--- config.mk ---
export PLATFORM = sky130hd
export DESIGN_NAME = chime_melody_tone_generator_top
export DESIGN_NICKNAME = d
export VERILOG_FILES = /design/src/sv/chm_pkg.sv /design/src/sv/chm_event_fifo.sv /design/src/sv/chm_note_seq.sv /design/src/sv/chm_env_scale.sv /design/src/sv/chime_melody_tone_generator_top.sv
export SDC_FILE = /design/constraint.sdc
export NUM_CORES = 1
export LEC_CHECK = 0
export BUFFER_PORTS_ARGS = -buffer_cell sky130_fd_sc_hd__buf_4
export CAP_MARGIN = 20
export CORE_UTILIZATION = 55
export CTS_CLUSTER_DIAMETER = 100
export DETAILED_ROUTE_END_ITERATION = 8
export GPL_TIMING_DRIVEN = 0
export PLACE_DENSITY_LB_ADDON = 0.05
export SYNTH_ARGS = -nofsm -noshare
export SYNTH_HDL_FRONTEND = slang
export SYNTH_SLANG_ARGS = --single-unit
export TNS_END_PERCENT = 5
--- constraint.sdc ---
create_clock -name clk_i -period 29.5 [get_ports clk_i]
set_input_delay 8.85 -clock clk_i [delete_from_list [all_inputs] [get_ports clk_i]]
set_output_delay 8.85 -clock clk_i [all_outputs]
set_load 0.02 [all_outputs]
--- src/sv/chm_pkg.sv ---
package chm_pkg;

  typedef logic [2:0]  event_t;
  typedef logic [4:0]  row_t;
  typedef logic [5:0]  half_t;
  typedef logic [8:0]  dur_t;
  typedef logic [12:0] samp_idx_t;
  typedef logic [2:0]  note_idx_t;
  typedef logic [13:0] peak_t;
  typedef logic [6:0]  ramp_t;
  typedef logic [20:0] prod_t;
  typedef logic [6:0]  volume_t;

  // Envelope ramp length in samples; 80 = 16 * 5, so the divide is a shift and a divide by 5.
  localparam ramp_t              RampSamples    = 7'd80;
  localparam int unsigned        RampShift      = 4;
  localparam logic [16:0]        RecipFive      = 17'd104858;  // ceil(2^19 / 5)
  localparam int unsigned        RecipFiveShift = 19;

  // Peak level = floor(min(volume, 100) * 32767 / 200), done as (x >> 3) / 25.
  localparam volume_t            VolumeMax         = 7'd100;
  localparam volume_t            VolumeReset       = 7'd60;
  localparam peak_t              PeakReset         = 14'd9830;
  localparam logic [19:0]        RecipTwentyFive   = 20'd671089;  // ceil(2^24 / 25)
  localparam int unsigned        RecipTwentyFiveSh = 24;

  typedef enum logic {
    REG_ENABLE = 1'b0,
    REG_VOLUME = 1'b1
  } reg_idx_e;

  typedef struct packed {
    logic push;
    logic pop;
  } fifo_ctl_t;

  typedef struct packed {
    logic full;
    logic empty;
  } fifo_stat_t;

  // Registered middle stage between the sequencer and the envelope scaler.
  typedef struct packed {
    logic  valid;
    logic  active;
    logic  accepted;
    logic  neg;
    prod_t prod;
  } stage_t;

  typedef struct packed {
    logic signed [14:0] sample;
    logic               active;
    logic               accepted;
  } beat_t;

  // Half period in samples of each note row at 16 kHz; zero marks a rest.
  function automatic half_t note_half(row_t row);
    half_t h;
    case (row)
      5'd0:    h = 6'd15;
      5'd1:    h = 6'd12;
      5'd2:    h = 6'd10;
      5'd3:    h = 6'd15;
      5'd4:    h = 6'd12;
      5'd5:    h = 6'd10;
      5'd6:    h = 6'd7;
      5'd7:    h = 6'd0;
      5'd8:    h = 6'd10;
      5'd9:    h = 6'd7;
      5'd10:   h = 6'd36;
      5'd11:   h = 6'd0;
      5'd12:   h = 6'd36;
      5'd13:   h = 6'd0;
      5'd14:   h = 6'd48;
      5'd15:   h = 6'd8;
      5'd16:   h = 6'd12;
      5'd17:   h = 6'd0;
      5'd18:   h = 6'd12;
      5'd19:   h = 6'd10;
      5'd20:   h = 6'd8;
      5'd21:   h = 6'd10;
      5'd22:   h = 6'd8;
      5'd23:   h = 6'd13;
      5'd24:   h = 6'd0;
      5'd25:   h = 6'd10;
      5'd26:   h = 6'd4;
      default: h = 6'd0;
    endcase
    return h;
  endfunction

  // Note duration in milliseconds.
  function automatic dur_t note_dur(row_t row);
    dur_t d;
    case (row)
      5'd0:    d = 9'd90;
      5'd1:    d = 9'd90;
      5'd2:    d = 9'd140;
      5'd3:    d = 9'd110;
      5'd4:    d = 9'd110;
      5'd5:    d = 9'd110;
      5'd6:    d = 9'd220;
      5'd7:    d = 9'd80;
      5'd8:    d = 9'd90;
      5'd9:    d = 9'd320;
      5'd10:   d = 9'd220;
      5'd11:   d = 9'd80;
      5'd12:   d = 9'd220;
      5'd13:   d = 9'd80;
      5'd14:   d = 9'd360;
      5'd15:   d = 9'd80;
      5'd16:   d = 9'd100;
      5'd17:   d = 9'd60;
      5'd18:   d = 9'd100;
      5'd19:   d = 9'd110;
      5'd20:   d = 9'd110;
      5'd21:   d = 9'd110;
      5'd22:   d = 9'd200;
      5'd23:   d = 9'd60;
      5'd24:   d = 9'd40;
      5'd25:   d = 9'd90;
      5'd26:   d = 9'd8;
      default: d = 9'd8;
    endcase
    return d;
  endfunction

  // Note length in samples: 16 samples per millisecond at 16 kHz.
  function automatic samp_idx_t note_total(row_t row);
    return {note_dur(row), 4'b0000};
  endfunction

  function automatic row_t mel_start(event_t ev);
    row_t r;
    case (ev)
      3'd0:    r = 5'd0;
      3'd1:    r = 5'd3;
      3'd2:    r = 5'd10;
      3'd3:    r = 5'd15;
      3'd4:    r = 5'd16;
      3'd5:    r = 5'd19;
      3'd6:    r = 5'd23;
      3'd7:    r = 5'd26;
      default: r = 5'd0;
    endcase
    return r;
  endfunction

  function automatic note_idx_t mel_len(event_t ev);
    note_idx_t n;
    case (ev)
      3'd0:    n = 3'd3;
      3'd1:    n = 3'd7;
      3'd2:    n = 3'd5;
      3'd3:    n = 3'd1;
      3'd4:    n = 3'd3;
      3'd5:    n = 3'd4;
      3'd6:    n = 3'd3;
      3'd7:    n = 3'd1;
      default: n = 3'd1;
    endcase
    return n;
  endfunction

  function automatic peak_t peak_from_volume(volume_t v);
    volume_t     vc;
    logic [21:0] x;
    logic [18:0] y;
    logic [38:0] p;
    vc = (v > VolumeMax) ? VolumeMax : v;
    x  = {vc, 15'b0} - 22'(vc);
    y  = x[21:3];
    p  = 39'(y) * 39'(RecipTwentyFive);
    return peak_t'(p >> RecipTwentyFiveSh);
  endfunction

endpackage

--- src/sv/chm_event_fifo.sv ---
module chm_event_fifo #(
  parameter int unsigned Depth = 4
) (
  input  logic                clk_i,
  input  logic                rst_ni,
  input  chm_pkg::fifo_ctl_t  ctl_i,
  input  chm_pkg::event_t     wdata_i,
  output chm_pkg::event_t     rdata_o,
  output chm_pkg::fifo_stat_t stat_o
);
  import chm_pkg::*;

  localparam int unsigned PtrW = (Depth > 1) ? $clog2(Depth) : 1;
  localparam int unsigned CntW = $clog2(Depth + 1);
  localparam logic [PtrW-1:0] LastPtr = PtrW'(Depth - 1);
  localparam logic [CntW-1:0] FullCnt = CntW'(Depth);

  event_t          mem_q [Depth];
  logic [PtrW-1:0] head_q, head_d;
  logic [PtrW-1:0] tail_q, tail_d;
  logic [CntW-1:0] count_q, count_d;
  logic            do_push, do_pop;

  assign stat_o.full  = (count_q == FullCnt);
  assign stat_o.empty = (count_q == '0);
  assign do_push      = ctl_i.push && !stat_o.full;
  assign do_pop       = ctl_i.pop && !stat_o.empty;
  assign rdata_o      = mem_q[head_q];

  always_comb begin
    head_d  = head_q;
    tail_d  = tail_q;
    count_d = count_q;
    if (do_push) begin
      tail_d = (tail_q == LastPtr) ? '0 : tail_q + 1'b1;
    end
    if (do_pop) begin
      head_d = (head_q == LastPtr) ? '0 : head_q + 1'b1;
    end
    if (do_push && !do_pop) begin
      count_d = count_q + 1'b1;
    end else if (do_pop && !do_push) begin
      count_d = count_q - 1'b1;
    end
  end

  always_ff @(posedge clk_i or negedge rst_ni) begin
    if (!rst_ni) begin
      head_q  <= '0;
      tail_q  <= '0;
      count_q <= '0;
    end else begin
      head_q  <= head_d;
      tail_q  <= tail_d;
      count_q <= count_d;
    end
  end

  // Entries carry no reset; they are only read behind the fill count.
  always_ff @(posedge clk_i) begin
    if (do_push) begin
      mem_q[tail_q] <= wdata_i;
    end
  end

endmodule

--- src/sv/chm_note_seq.sv ---
module chm_note_seq (
  input  logic                clk_i,
  input  logic                rst_ni,
  input  logic                advance_i,
  input  logic                in_valid_i,
  input  logic                mode_i,
  input  logic                enable_i,
  input  chm_pkg::peak_t      vol_peak_i,
  input  chm_pkg::event_t     head_i,
  input  chm_pkg::fifo_stat_t fifo_stat_i,
  output chm_pkg::fifo_ctl_t  fifo_ctl_o,
  output chm_pkg::stage_t     stage_o
);
  import chm_pkg::*;

  logic      playing_q, playing_d;
  event_t    event_q, event_d;
  note_idx_t note_q, note_d;
  samp_idx_t sidx_q, sidx_d;
  half_t     phase_q, phase_d;
  logic      wave_q, wave_d;
  peak_t     peak_q, peak_d;
  stage_t    stage_q, stage_d;

  logic      tick, play, start;
  logic      playing_e, wave_e;
  event_t    ev_e;
  note_idx_t note_e;
  samp_idx_t sidx_e, total;
  half_t     phase_e, half;
  peak_t     peak_e;
  row_t      row;
  note_idx_t len;
  logic      sounding;
  ramp_t     ramp;
  prod_t     prod;

  assign tick  = in_valid_i && !mode_i;
  assign play  = in_valid_i && mode_i;
  assign fifo_ctl_o.push = play && enable_i && !fifo_stat_i.full;
  assign fifo_ctl_o.pop  = tick && !playing_q && !fifo_stat_i.empty;
  // A popped event starts a melody only when enabled; otherwise it is discarded.
  assign start = fifo_ctl_o.pop && enable_i;

  // State as seen by this tick, including a melody that starts right now.
  assign playing_e = playing_q || start;
  assign ev_e      = start ? head_i     : event_q;
  assign note_e    = start ? '0         : note_q;
  assign sidx_e    = start ? '0         : sidx_q;
  assign phase_e   = start ? '0         : phase_q;
  assign wave_e    = start ? 1'b1       : wave_q;
  assign peak_e    = start ? vol_peak_i : peak_q;

  assign row      = mel_start(ev_e) + row_t'(note_e);
  assign half     = note_half(row);
  assign total    = note_total(row);
  assign len      = mel_len(ev_e);
  assign sounding = (half != '0) && (peak_e != '0);

  // Envelope weight out of RampSamples: rising ramp, falling ramp, or full.
  always_comb begin
    if (sidx_e < samp_idx_t'(RampSamples)) begin
      ramp = sidx_e[6:0];
    end else if ((14'(sidx_e) + 14'(RampSamples)) > 14'(total)) begin
      ramp = ramp_t'(total - sidx_e);
    end else begin
      ramp = RampSamples;
    end
  end

  assign prod = prod_t'(peak_e) * prod_t'(ramp);

  always_comb begin
    playing_d = playing_q;
    event_d   = event_q;
    note_d    = note_q;
    sidx_d    = sidx_q;
    phase_d   = phase_q;
    wave_d    = wave_q;
    peak_d    = peak_q;
    if (tick) begin
      playing_d = playing_e;
      event_d   = ev_e;
      note_d    = note_e;
      sidx_d    = sidx_e;
      phase_d   = phase_e;
      wave_d    = wave_e;
      peak_d    = peak_e;
      if (playing_e) begin
        if (sounding) begin
          if (({1'b0, phase_e} + 7'd1) >= {1'b0, half}) begin
            phase_d = '0;
            wave_d  = !wave_e;
          end else begin
            phase_d = phase_e + 1'b1;
          end
        end
        if ((14'(sidx_e) + 14'd1) >= 14'(total)) begin
          sidx_d  = '0;
          phase_d = '0;
          wave_d  = 1'b1;
          if (({1'b0, note_e} + 4'd1) >= {1'b0, len}) begin
            note_d    = '0;
            playing_d = 1'b0;
          end else begin
            note_d = note_e + 1'b1;
          end
        end else begin
          sidx_d = sidx_e + 1'b1;
        end
      end
    end
  end

  always_comb begin
    stage_d.valid    = in_valid_i;
    stage_d.active   = tick && playing_e;
    stage_d.accepted = fifo_ctl_o.push;
    stage_d.neg      = !wave_e;
    stage_d.prod     = (tick && playing_e && sounding) ? prod : '0;
  end

  always_ff @(posedge clk_i or negedge rst_ni) begin
    if (!rst_ni) begin
      playing_q <= 1'b0;
      event_q   <= '0;
      note_q    <= '0;
      sidx_q    <= '0;
      phase_q   <= '0;
      wave_q    <= 1'b1;
      peak_q    <= '0;
      stage_q   <= '0;
    end else begin
      playing_q <= playing_d;
      event_q   <= event_d;
      note_q    <= note_d;
      sidx_q    <= sidx_d;
      phase_q   <= phase_d;
      wave_q    <= wave_d;
      peak_q    <= peak_d;
      if (advance_i) begin
        stage_q <= stage_d;
      end
    end
  end

  assign stage_o = stage_q;

endmodule

--- src/sv/chm_env_scale.sv ---
module chm_env_scale (
  input  logic            clk_i,
  input  logic            rst_ni,
  input  logic            advance_i,
  input  chm_pkg::stage_t stage_i,
  output logic            valid_o,
  output chm_pkg::beat_t  beat_o
);
  import chm_pkg::*;

  logic [16:0] scaled;
  logic [33:0] recip_prod;
  peak_t       mag;
  beat_t       beat_d, beat_q;
  logic        valid_q;

  // floor(prod / 80) = floor((prod >> 4) / 5), the divide by 5 by reciprocal.
  assign scaled     = stage_i.prod[20:RampShift];
  assign recip_prod = 34'(scaled) * 34'(RecipFive);
  assign mag        = peak_t'(recip_prod >> RecipFiveShift);

  always_comb begin
    beat_d.sample   = stage_i.neg ? -$signed({1'b0, mag}) : $signed({1'b0, mag});
    beat_d.active   = stage_i.active;
    beat_d.accepted = stage_i.accepted;
  end

  always_ff @(posedge clk_i or negedge rst_ni) begin
    if (!rst_ni) begin
      valid_q <= 1'b0;
    end else if (advance_i) begin
      valid_q <= stage_i.valid;
    end
  end

  always_ff @(posedge clk_i) begin
    if (advance_i) begin
      beat_q <= beat_d;
    end
  end

  assign valid_o = valid_q;
  assign beat_o  = beat_q;

endmodule

--- src/sv/chime_melody_tone_generator_top.sv ---
// Chime melody tone generator: square-wave melodies with a linear attack/release envelope.
// Input stream: each beat is either a sample tick (s_axis_tuser = 0) or a play request
// (s_axis_tuser = 1) whose event id in s_axis_tdata names one of eight stock melodies.
// A play request queues the id in a small event FIFO when the block is enabled and the
// FIFO has room. On a tick an idle block pops the oldest event and, if enabled, starts its melody.
// Output stream: exactly one beat per input beat, in order, carrying the audio sample,
// an active flag and, for play requests, whether the event was queued.
// The sequencer and envelope weight are evaluated into a middle stage register, and the
// divide-by-80 envelope scaling is evaluated into the output register. Throughput is one
// beat per cycle while the receiver does not stall.
// When the receiver stalls, the whole two-stage pipeline holds and s_axis_tready drops in
// the same cycle; no beat is lost or repeated.
// Reset clears the FIFO fill count, the melody state and both pipeline valid bits, and sets
// enable to 1 and volume to 60. The APB port writes enable (address 0) and volume
// (address 4); both are meant to be written only while the block is idle.
module chime_melody_tone_generator_top #(
  parameter int unsigned QUEUE_DEPTH = 4
) (
  input  logic        clk_i,
  input  logic        rst_ni,
  // Slave stream.
  input  logic        s_axis_tvalid,
  output logic        s_axis_tready,
  input  logic [7:0]  s_axis_tdata,   // [2:0] event_id, [7:3] zero
  input  logic [0:0]  s_axis_tuser,   // [0] mode
  // Master stream.
  output logic        m_axis_tvalid,
  input  logic        m_axis_tready,
  output logic [15:0] m_axis_tdata,   // [14:0] sample, [15] zero
  output logic [1:0]  m_axis_tuser,   // [0] active, [1] accepted
  // APB configuration port.
  input  logic        psel,
  input  logic        penable,
  input  logic        pwrite,
  input  logic [2:0]  paddr,
  input  logic [31:0] pwdata,
  output logic [31:0] prdata,
  output logic        pready
);
  import chm_pkg::*;

  logic       enable_q;
  volume_t    volume_q;
  peak_t      vol_peak_q;
  logic       cfg_write;
  reg_idx_e   cfg_idx;

  logic       advance;
  logic       in_accept;
  fifo_ctl_t  fifo_ctl;
  fifo_stat_t fifo_stat;
  event_t     fifo_head;
  stage_t     stage;
  beat_t      beat;
  logic       out_valid;

  // Configuration registers. The peak level for the written volume is worked out at
  // write time so that a melody start only has to copy it.
  assign pready    = 1'b1;
  assign cfg_write = psel && penable && pwrite && pready;
  assign cfg_idx   = reg_idx_e'(paddr[2]);

  always_ff @(posedge clk_i or negedge rst_ni) begin
    if (!rst_ni) begin
      enable_q   <= 1'b1;
      volume_q   <= VolumeReset;
      vol_peak_q <= PeakReset;
    end else if (cfg_write) begin
      case (cfg_idx)
        REG_ENABLE: enable_q <= pwdata[0];
        REG_VOLUME: begin
          volume_q   <= pwdata[6:0];
          vol_peak_q <= peak_from_volume(pwdata[6:0]);
        end
        default: ;
      endcase
    end
  end

  always_comb begin
    case (cfg_idx)
      REG_ENABLE: prdata = {31'b0, enable_q};
      REG_VOLUME: prdata = {25'b0, volume_q};
      default:    prdata = '0;
    endcase
  end

  // The pipeline moves whenever the output register is empty or being drained.
  assign advance       = !out_valid || m_axis_tready;
  assign s_axis_tready = advance;
  assign in_accept     = s_axis_tvalid && s_axis_tready;

  chm_event_fifo #(
    .Depth (QUEUE_DEPTH)
  ) u_fifo (
    .clk_i   (clk_i),
    .rst_ni  (rst_ni),
    .ctl_i   (fifo_ctl),
    .wdata_i (s_axis_tdata[2:0]),
    .rdata_o (fifo_head),
    .stat_o  (fifo_stat)
  );

  chm_note_seq u_seq (
    .clk_i       (clk_i),
    .rst_ni      (rst_ni),
    .advance_i   (advance),
    .in_valid_i  (in_accept),
    .mode_i      (s_axis_tuser[0]),
    .enable_i    (enable_q),
    .vol_peak_i  (vol_peak_q),
    .head_i      (fifo_head),
    .fifo_stat_i (fifo_stat),
    .fifo_ctl_o  (fifo_ctl),
    .stage_o     (stage)
  );

  chm_env_scale u_env (
    .clk_i     (clk_i),
    .rst_ni    (rst_ni),
    .advance_i (advance),
    .stage_i   (stage),
    .valid_o   (out_valid),
    .beat_o    (beat)
  );

  assign m_axis_tvalid = out_valid;
  assign m_axis_tdata  = {1'b0, beat.sample};
  assign m_axis_tuser  = {beat.accepted, beat.active};

  // A stalled output must hold the input side off in the same cycle.
  a_stall_blocks_input: assert property (@(posedge clk_i) disable iff (!rst_ni)
    (m_axis_tvalid && !m_axis_tready) |-> !s_axis_tready)
    else $error("input accepted while output is stalled");

  // The FIFO never takes a push while full.
  a_no_push_when_full: assert property (@(posedge clk_i) disable iff (!rst_ni)
    fifo_stat.full |-> !fifo_ctl.push)
    else $error("event pushed into a full FIFO");

  // A beat outside a melody carries a silent sample.
  a_idle_is_silent: assert property (@(posedge clk_i) disable iff (!rst_ni)
    (m_axis_tvalid && !m_axis_tuser[0]) |-> (m_axis_tdata == 16'd0))
    else $error("nonzero sample outside a melody");

  // A queued play request never reports an active sample.
  a_accept_not_active: assert property (@(posedge clk_i) disable iff (!rst_ni)
    (m_axis_tvalid && m_axis_tuser[1]) |-> !m_axis_tuser[0])
    else $error("play beat marked active");

endmodule

==> key figures <==
Status
  – Status: finished clean

Global route
  – GR Util met1: a little under two fifths
  – Antenna violations before repair: 1
  – Met3 Use GR: between 3 and 4%
  – Pin count of the biggest net entering global routing: 56
  – GRT overflow: 0
  – Gr busiest metal: met2
  – Vias in the first global route: ~16000
  – All-layer global routing usage: 26.1%
  – First-pass GRT wire length: around 80000 um
  – GR Layer Usage met2: around 42%

Placed design
  – GPL Wtd Cong: around 0.94
  – I/O Buffers: 40
  – Post-DP HPWL: 41900 um
  – Place WS: a little over 8 ns

Min path
  – Hold_sp: u_seq.stage_o[23]
  – Hold Crit Class: reg2reg
  – WHS Path Cells: 0
  – WHS Endpoint: u_env.beat_o[1]

Synth
  – Seq cells post-synth: about 120
  – Mean area per synthesized cell: around 9.4 um^2
  – Warnings from Yosys: 0
  – Number of synthesized flops with an enable pin: 29
  – Synthesized cell area: 21200 um^2
  – Post-synth ARST share: between 70 and 80%
  – Sequential share of the synthesized area: 15.0%
  – Syn Inst Count: 2255
  – Ys flop type: dfrtp_1
  – Synth unique cells: 95

Timing
  – Final Max Tran Viols: 0
  – Tmin final: about 21 ns
  – Achievable Freq: between 0.04 and 0.05 GHz
  – Rel. slew slack: about 29%
  – Hold Vio Cnt, Final: 0
  – Tcrit/Tclk final: between 70% and 80%
  – Worst Max-Slew Pin Slew: around 1.1 ns
  – TNS Setup: 0 ns
  – Final clock skew: between 0.01 and 0.015 ns
  – Final Setup Violations: 0
  – RSZ-0062 raised after global routing: no
  – Final setup margin: 8.57 ns

Critical path
  – Crit Path Max Fanout: 24
  – Reg2Reg Setup Slack: about 17 ns
  – FF-to-FF Start: u_env.valid_o
  – Crit start category: input port
  – Worst reg2reg endpoint: u_seq.stage_o[20]
  – Nature of the critical path endpoint: register
  – Critical path class: in2reg
  – CP top delay family: compound AO/OA/AOI/OAI gates
  – CP max stage cell: o311ai_0
  – Largest stage delay on the critical path: between 0.8 and 0.9 ns
  – WP buf/inv: 10
  – Worst endpoint data arrival time: 21.25 ns
  – Worst path required time: between 20 and 30 ns
  – Reg2reg path depth: 42

Floorplan
  – Starting density of the core: about 56%
  – Top Ports: between 100 and 150
  – Die height: ~200 um
  – Die span in x: ~200 um
  – Row cnt: 71
  – Core Box Area: 37800 um^2
  – Die area: 39300 um^2

CTS
  – Clock Latency Late Sink: roughly 0.43 ns
  – TritonCTS clock tree: yes
  – Post-CTS resize count: 0
  – Clk pin slew, worst setup/hold paths: 0.07 ns
  – H-tree level count: 4
  – Clock sinks: roughly 120
  – Root buffer cell: clkbuf_16
  – # hold bufs at CTS: 0
  – CTS Buffer Depth: 2
  – CTS Buf Count: 17
  – Postcts setup bufs: 0

Power
  – Reg power frac: between 10% and 20%
  – Total power: roughly 2.7 mW
  – Comb power frac: roughly four fifths
  – Peak supply drop: ~0.000093 V
  – Pint: between 1 and 1.5 mW
  – LEAKAGE: 12.3 nW
  – Switching portion of total power: between 50% and 60%
  – Psw: between 1 and 1.5 mW
  – Clk pwr share: 7.9%
  – Power Dens Cells: 118 nW/um^2

Route
  – DRT antenna net count: 0
  – DRC: 0
  – Final wirelength: between 40000 and 50000 um
  – Initial drt markers: 951
  – Routed vias: between 15000 and 20000
  – DRT Pass-1 Iters: 5
  – Vias per std cell: roughly 5.4
  – Avg WL per Cell: roughly 17 um

Layout
  – N_diodes: 0
  – Synthesis-to-layout area growth: 7.88%
  – Post-layout util: between 60 and 70%
  – Final net count: approximately 3000
  – Share of cells above drive strength 1: under 10%

Job
  – Max-cap violations: 0
[cells in the mapped netlist, types with 21 or more instances]
master,number,area (um^2)
edfxtp_1,29,871
o21ai_0,70,350
xnor2_1,57,499
nor2_1,139,522
nand4_1,21,131
a22o_1,23,201
nand3_1,37,185
dfrtp_1,79,1980
ha_1,365,4570
clkbuf_1,48,180
buf_4,29,218
inv_1,446,1670
nor3_1,22,110
nand2b_1,24,150
fa_1,273,5470
a21oi_1,69,345
a21o_1,40,300
nand2_1,165,619
xor2_1,29,254
and2_1,26,163
[cell usage in the layout, fill, tap and decap left out, drive strengths merged, types with 37 or more instances in the layout]
cell	count
nand3	37
buf	81
ha	365
nor2	139
a21o	40
o21ai	78
fa	273
dfrtp	79
xnor2	57
inv	457
a21oi	71
nand2	166
clkbuf	66
[through the flow]
stage               instances  hold slack [ns]  area [um^2]
finish                   2867            0.455        22900
CTS                      2867            0.456        22900
detailed placement       2835            0.441        22300
floorplan                2281            0.425        21300
global route             2867            0.472        22900
global placement         2832            0.433        22200
[worst max path at each step]
stage                  startpoint                 to  slack (ns)  cells past startpoint
floorplan           m_axis_tready  u_seq.stage_o[20]       10.93                     44
global placement    m_axis_tready  u_seq.stage_o[20]        8.25                     43
detailed placement  m_axis_tready  u_seq.stage_o[20]        8.15                     43
finish              m_axis_tready  u_seq.stage_o[20]        8.57                     43
CTS                 m_axis_tready  u_seq.stage_o[20]        8.62                     43
global route        m_axis_tready  u_seq.stage_o[20]        7.76                     43
[state kept, by name, summed over array words and instances (netlist names), 6 cells and up]
name / cells
u_seq.stage_o: 21
volume_q: 7
u_fifo.mem_q: 12
u_seq.peak_q: 14
u_env.beat_o: 17
u_seq.phase_q: 6
vol_peak_q: 14
u_seq.sidx_q: 13
[cells by family (layout without fill, tap and decap cells)]
group	Yosys count	after routing	synth area share (%)
buffers and inverters	534	609	10.1
other	2	28	0.0354
adder cells (fa/ha/maj)	638	638	47.3
XOR/XNOR	86	86	3.55
AND/OR/NAND/NOR	506	506	11.1
multiplexers	27	27	1.55
flip-flops	121	121	15.0
AO/OA/AOI/OAI	341	341	11.3
[per-layer routing]
layer,vias up,routed length (um),share of wire [%]
li1,7527,-,-
met1,7709,23700,48
met2,317,22900,47
met3,33,2140,4.4
met4,0,420,0.85
met5,-,0,0
[area by class of cell]
type | instances | area, um^2
fill | 3326 | 14900
timing repair buffer | 43 | 340
clock buffer | 18 | 450
multi-input combinational | 1626 | 16000
buffer | 86 | 454
tap | 511 | 639
clock inverter | 14 | 143
sequential | 121 | 3190
inverter | 448 | 1680
[power by group through the flow]
| stage | logic (mW) | registers [mW] | clock network [mW] |
|---|---|---|---|
| after floorplan | 1.66 | 0.296 | 0 |
| after global placement | 2.13 | 0.299 | 0 |
| after detailed placement | 2.17 | 0.301 | 0 |
| after CTS | 2.20 | 0.298 | 0.217 |
| after global routing | 2.49 | 0.305 | 0.223 |
| final | 2.18 | 0.298 | 0.213 |
Power figures use the tool's default switching activity.
